**src/sv/sab_pkg.sv**
```systemverilog
// Shared constants, codes, sideband type and blend helper for the scaled alpha blit.
// No dependencies; used by sab_div_pipe and scaled_alpha_blit_pixel.
package sab_pkg;

  localparam int unsigned COORD_W    = 12;
  localparam int unsigned DIM_W      = 13;
  localparam int unsigned CFG_IDX_W  = 3;
  localparam int unsigned SRC_IDX_W  = 25;
  localparam int unsigned DST_IDX_W  = 20;
  localparam int unsigned PIX_W      = 32;
  localparam int unsigned CHAN_W     = 8;
  localparam int unsigned SUM_W      = 16;

  localparam int unsigned DIV_N_W    = COORD_W + DIM_W;
  localparam int unsigned DIV_BPS    = 2;
  localparam int unsigned DIV_STAGES = (DIV_N_W + DIV_BPS - 1) / DIV_BPS;
  localparam int unsigned DIV_PAD_W  = DIV_STAGES * DIV_BPS;

  localparam int unsigned SURFACE_WIDTH_DEF  = 1024;
  localparam int unsigned SURFACE_HEIGHT_DEF = 768;

  localparam logic [CFG_IDX_W-1:0] CFG_SRC_ORIGIN_X = 3'd0;
  localparam logic [CFG_IDX_W-1:0] CFG_SRC_ORIGIN_Y = 3'd1;
  localparam logic [CFG_IDX_W-1:0] CFG_SRC_WIDTH    = 3'd2;
  localparam logic [CFG_IDX_W-1:0] CFG_SRC_HEIGHT   = 3'd3;
  localparam logic [CFG_IDX_W-1:0] CFG_DST_ORIGIN_X = 3'd4;
  localparam logic [CFG_IDX_W-1:0] CFG_DST_ORIGIN_Y = 3'd5;
  localparam logic [CFG_IDX_W-1:0] CFG_DST_WIDTH    = 3'd6;
  localparam logic [CFG_IDX_W-1:0] CFG_DST_HEIGHT   = 3'd7;

  localparam logic [CHAN_W-1:0] ALPHA_OPAQUE = 8'hFF;
  localparam logic [SUM_W-1:0]  RECIP_255    = 16'h8081;
  localparam int unsigned       RECIP_SHIFT  = 23;

  typedef struct packed {
    logic [DST_IDX_W-1:0] dest_index;
    logic                 clipped;
    logic                 write_enable;
    logic [PIX_W-1:0]     pixel;
  } side_t;

  // exact divide by 255 for 16-bit sums up to 255*255
  function automatic logic [CHAN_W-1:0] div255(input logic [SUM_W-1:0] sum);
    logic [2*SUM_W-1:0] prod;
    prod = (2*SUM_W)'(sum) * (2*SUM_W)'(RECIP_255);
    return prod[RECIP_SHIFT +: CHAN_W];
  endfunction

endpackage

```
**src/sv/sab_div_pipe.sv**
```systemverilog
// Pipelined restoring divider, DIV_BPS quotient bits per register stage.
// Depends on sab_pkg.
module sab_div_pipe (
  input  logic                        clk_i,
  input  logic                        en_i,
  input  logic [sab_pkg::DIV_N_W-1:0] dividend_i,
  input  logic [sab_pkg::DIM_W-1:0]   divisor_i,
  output logic [sab_pkg::DIV_N_W-1:0] quotient_o
);
  import sab_pkg::*;

  logic [DIM_W-1:0]     rem_q [DIV_STAGES];
  logic [DIV_PAD_W-1:0] nq_q  [DIV_STAGES];

  for (genvar s = 0; s < DIV_STAGES; s++) begin : g_stage
    logic [DIM_W-1:0]     rem_in;
    logic [DIM_W-1:0]     rem_d;
    logic [DIV_PAD_W-1:0] nq_in;
    logic [DIV_PAD_W-1:0] nq_d;
    logic [DIM_W:0]       trial;

    if (s == 0) begin : g_first
      assign rem_in = '0;
      assign nq_in  = DIV_PAD_W'(dividend_i);
    end else begin : g_next
      assign rem_in = rem_q[s-1];
      assign nq_in  = nq_q[s-1];
    end

    always_comb begin
      rem_d = rem_in;
      nq_d  = nq_in;
      trial = '0;
      for (int b = 0; b < DIV_BPS; b++) begin
        trial = {rem_d, nq_d[DIV_PAD_W-1]};
        nq_d  = {nq_d[DIV_PAD_W-2:0], 1'b0};
        if (trial >= {1'b0, divisor_i}) begin
          trial   = trial - {1'b0, divisor_i};
          nq_d[0] = 1'b1;
        end
        rem_d = trial[DIM_W-1:0];
      end
    end

    always_ff @(posedge clk_i) begin
      if (en_i) begin
        rem_q[s] <= rem_d;
        nq_q[s]  <= nq_d;
      end
    end
  end

  assign quotient_o = nq_q[DIV_STAGES-1][DIV_N_W-1:0];

endmodule

```
**config.mk**
```make
export PLATFORM = sky130hd
export DESIGN_NAME = sab_div_pipe
export DESIGN_NICKNAME = d
export VERILOG_FILES = /design/src/sv/sab_pkg.sv /design/src/sv/sab_div_pipe.sv
export SDC_FILE = /design/constraint.sdc
export NUM_CORES = 1
export LEC_CHECK = 0
export ABC_AREA = 1
export BUFFER_PORTS_ARGS = -buffer_cell sky130_fd_sc_hd__buf_4
export CELL_PAD_IN_SITES_DETAIL_PLACEMENT = 0
export CELL_PAD_IN_SITES_GLOBAL_PLACEMENT = 2
export CORE_ASPECT_RATIO = 0.8
export CORE_MARGIN = 5
export CORE_UTILIZATION = 36
export DETAILED_ROUTE_END_ITERATION = 7
export GPL_ROUTABILITY_DRIVEN = 1
export GPL_TIMING_DRIVEN = 0
export PLACE_DENSITY = 0.75
export SYNTH_ARGS = -nofsm -noshare
export SYNTH_HDL_FRONTEND = slang
export SYNTH_SLANG_ARGS = --single-unit
```
**constraint.sdc**
```tcl
create_clock -name clk_i -period 4.1 [get_ports clk_i]
set_input_delay 0.205 -clock clk_i [delete_from_list [all_inputs] [get_ports clk_i]]
set_output_delay 0.205 -clock clk_i [all_outputs]
set_load 0.1 [all_outputs]
```
# Word level (Yosys, flattened, before mapping)

Memory sizes are Yosys's and may differ from the RTL's.
Cells that the tools add are included.

$lt $le $gt $ge: 26
Muxes and demuxes: 54
Add/sub/neg operators: 26

Operator list:

| kind                  | number |
|---|---|
| $ge 14x13->1          | 25 |
| $mux 13               | 26 |
| $sub 13x13->13        | 25 |
| $mux 1                | 28 |
| $ge 1x13->1 const A   | 1 |
| $sub 1x13->13 const A | 1 |

Bits in registers: 0
Bits in writable memories: 507
Word-level logic and storage cells: 108
Memories: 2

Memories:

| name  | depth | width | rd ports | clocked after Yosys merged registers in | wr ports | RTL line           | text |
|---|---|---|---|---|---|---|---|
| nq_q  | 13    | 26    | 13       | 0                                       | 13       | sab_div_pipe.sv:13 | `logic [DIV_PAD_W-1:0] nq_q [DIV_STAGES];` |
| rem_q | 13    | 13    | 12       | 0                                       | 13       | sab_div_pipe.sv:12 | `logic [DIM_W-1:0] rem_q [DIV_STAGES];` |

# Longest topological paths before layout

An unclocked memory read counts as a cell.

Depth in word-level cells: 5
Gate-level depth with buffers: 29
Gate-level depth less buffers: 27

# Least setup slack after synthesis

Ideal clock, no wire load.

Path kind: input to register
Start point: input port divisor_i[1] (netlist name)
End point: memory rem_q[2][3], in the netlist rem_q[0][29] (data pin)
Arrival: 3.810 ns
Cell stages on the path: 24
Setup time: 0.252 ns
Required time: 3.848 ns
Path slack: 0.037 ns
Cell sequence: inv_1 > ha_1 > nand2_1 > nor2_1 > nand2_1 > nor2_1 > nor2_1 > nand3_4 > inv_4 > buf_4 > nand2_1 > o21ai_1 > ha_1 > nand2_1 > inv_1 > nand2_1 > nand2_1 > nand2_1 > nand3_1 > a21oi_1 > nand4_2 > buf_4 > nand2_1 > nand2_1

RTL lines:

| what            | RTL line           | text |
|---|---|---|
| start, declared | sab_div_pipe.sv:7  | `input logic [sab_pkg::DIM_W-1:0] divisor_i,` |
| end, declared   | sab_div_pipe.sv:12 |  |

==> flow_summary.toml <==
[drt]
drtIter0Drc = 1769
wl_met3_um = 4550
wl_um = 104000
highest-signal-layer = "met4"
met1_length_um = 55700
first_pass_iters = 5
vias_per_cell = 4.88
drc = 0
routed-wl-met2_um = 42400
postRouteAntennaNets = 0
num_vias = 29011
wl_per_cell_um = 17.5

[layout]
layout-drive-gt1-share_pct = 15.7
insertedDiodeCount = 0
area_growth_pct = 21.0
layout_common_cells = "nand2_1, edfxtp_1, inv_1"
nNetsFinal = 5000
layout_commonest_cell = "nand2_1"
design_area_sq_um = 42700
final_cells = 5950

[yosys]
yosysUniqueCellTypes = 47
synth_top_cell_by_area = "edfxtp_1"
synth_cells = 4310
yosysWarnings = 0
syn_area_sq_um = 35300
ys_ff_latch = 481
yosys-top-cells-area = "edfxtp_1, nand2_1, ha_1"
avgSynthCellArea_sq_um = 8.19
synth_top_area_share_pct = 40.9
ys_seq_area_share_pct = 40.9
syn_nets = 4700

[sta]
fin_crit_sh_pct = 96.1
finalSetupViolCount = 0
skew_ns = 0.0130
finalMaxSlewViolations = 0
fin_crit_ns = 3.94
maxSlewHeadroom_pct = 48.9
fmaxAchievable_ghz = 0.254
hold_violations = 0
worst_slack_ns = 0.159
tightest_slew_ns = 0.767

[setup_path]
critPathLaunchType = "flip-flop"
cp.required_ns = 4.45
worstSetupEndpointType = "flip-flop"
arrival_ns = 4.29
critical_path_class = "reg2reg"
cp_max_fo = 10

[clock_network]
cts_root_buf = "clkbuf_16"
cts_tree = "built"
cts.path.max_buffers = 3
cts_buffers = 53
path_clk_slew_ns = 0.07
h-tree-depth = 2
cts.sinks = 481
clkLatencyLatePin_ns = 0.63

[floorplanning]
rows = 102
die_h_um = 290
io_pins = 65
die-area_sq_um = 105000
core-area_sq_um = 97100
dieWidth_um = 360
initial_utilization_pct = 36.4

[global_route]
track_usage_pct = 19.0
grt_overflow_total = 0
grt_pass1_vias = 27038
grt_max_degree = 124
grt_first_pass_wirelength_um = 158000
antenna_found_initial = 0

[flow_run]
cap_violations = 0

[placed_design]
dp_slack_ns = -1.20
portBuffers = 64
placed_area_sq_um = 37800
post-dp-hpwl_um = 74800
dp.cells = 5689
place_congestion = 0.832

[outcome]
status = "finished clean"

[hold_path]
hp-class = "in2reg"
## flip-flops by register name (all words and copies together), names as in the netlist
name,cells
nq_q,325
rem_q,156
## metrics by stage
stage	util, %	hold WS (ns)	setup TNS (ns)
floorplan	-	0.304	0
global placement	38.5	0.383	-900.18
detailed placement	38.9	0.384	-151.33
CTS	41.6	0.216	-0.00267
global route	44.0	0.265	-0.152
finish	44.0	0.269	0
## cell families after synthesis
group           share of synthesized area, %
fa+ha+maj                               12.9
xor+xnor                                5.18
flops                                   40.9
buf+inv                                 6.39
simple gates                            27.6
compound gates                          6.99
## cells in the mapped netlist (all sizes together)
| cell type | n |
|---|---|
| nor3b | 6 |
| xnor2 | 113 |
| a31oi | 18 |
| a21o | 22 |
| xor2 | 96 |
| fa | 24 |
| a21boi | 6 |
| nand3 | 318 |
| nor4 | 2 |
| edfxtp | 481 |
| or2 | 9 |
| inv | 522 |
| a211oi | 1 |
| nand3b | 16 |
| nand4 | 100 |
| o21ai | 141 |
| o211ai | 11 |
| a21oi | 215 |
| nor2 | 306 |
| buf | 43 |
| nor3 | 43 |
| ha | 326 |
| and3 | 1 |
| and2 | 9 |
| nand2 | 1449 |
| o21bai | 32 |
## worst max-delay path, stage by stage (launching register included)
cell and delay (ns):
edfxtp_1 0.39, inv_2 0.10, ha_1 0.16, inv_1 0.09
fa_2 0.42, nand2_1 0.09, nand3b_1 0.12, nand2_2 0.12
nand3_4 0.14, buf_12 0.18, buf_4 0.18, a21oi_4 0.18
ha_4 0.24, nand2_2 0.09, nor2_1 0.06, and2_1 0.15
nand2_1 0.08, nand3_2 0.10, nand2_1 0.07, nand2_1 0.08
nor2_4 0.16, nand2_4 0.09, buf_6 0.17, nand2_1 0.06
nand2_1 0.11
## repair_timing
item,CTS,global route
buffers inserted,34,94
gates cloned,0,12
resized for setup,104,312
endpoints found under the hold margin,61,0
hold buffers,26,0
pin swaps,28,73
setup endpoints to repair,151,155
## path summary, 6_finish.rpt
path | startpoint | endpoint | slack [ns] | cells past startpoint
hold reg to reg | nq_q[0][100]$_DFFE_PP_ | nq_q[0][128]$_DFFE_PP_ | 0.41 | 0
hold / removal | divisor_i[12] | rem_q[0][2]$_DFFE_PP_ | 0.27 | 6
setup / recovery | nq_q[0][207]$_DFFE_PP_ | rem_q[2][7]$_DFFE_PP_ | 0.16 | 24
setup reg to reg | nq_q[0][207]$_DFFE_PP_ | rem_q[2][7]$_DFFE_PP_ | 0.16 | 24
## final cells by class
| type | count | area (sq um) |
|---|---|---|
| sequential | 481 | 14400 |
| clock inverter | 35 | 402 |
| clock buffer | 60 | 1350 |
| fill | 9692 | 54400 |
| tap | 1300 | 1630 |
| inverter | 522 | 2000 |
| timing repair buffer | 242 | 2200 |
| buffer | 43 | 470 |
| multi-input combinational | 3267 | 20300 |
## routing by layer
metal,GRT usage (%),up-vias
li1,-,15066
met1,30.4,13400
met2,27.6,469
met3,2.29,76
met4,3.08,0
met5,0,-
Power is not shown: default switching activity piles up to over one toggle a cycle in this logic, so the estimate is an artifact.
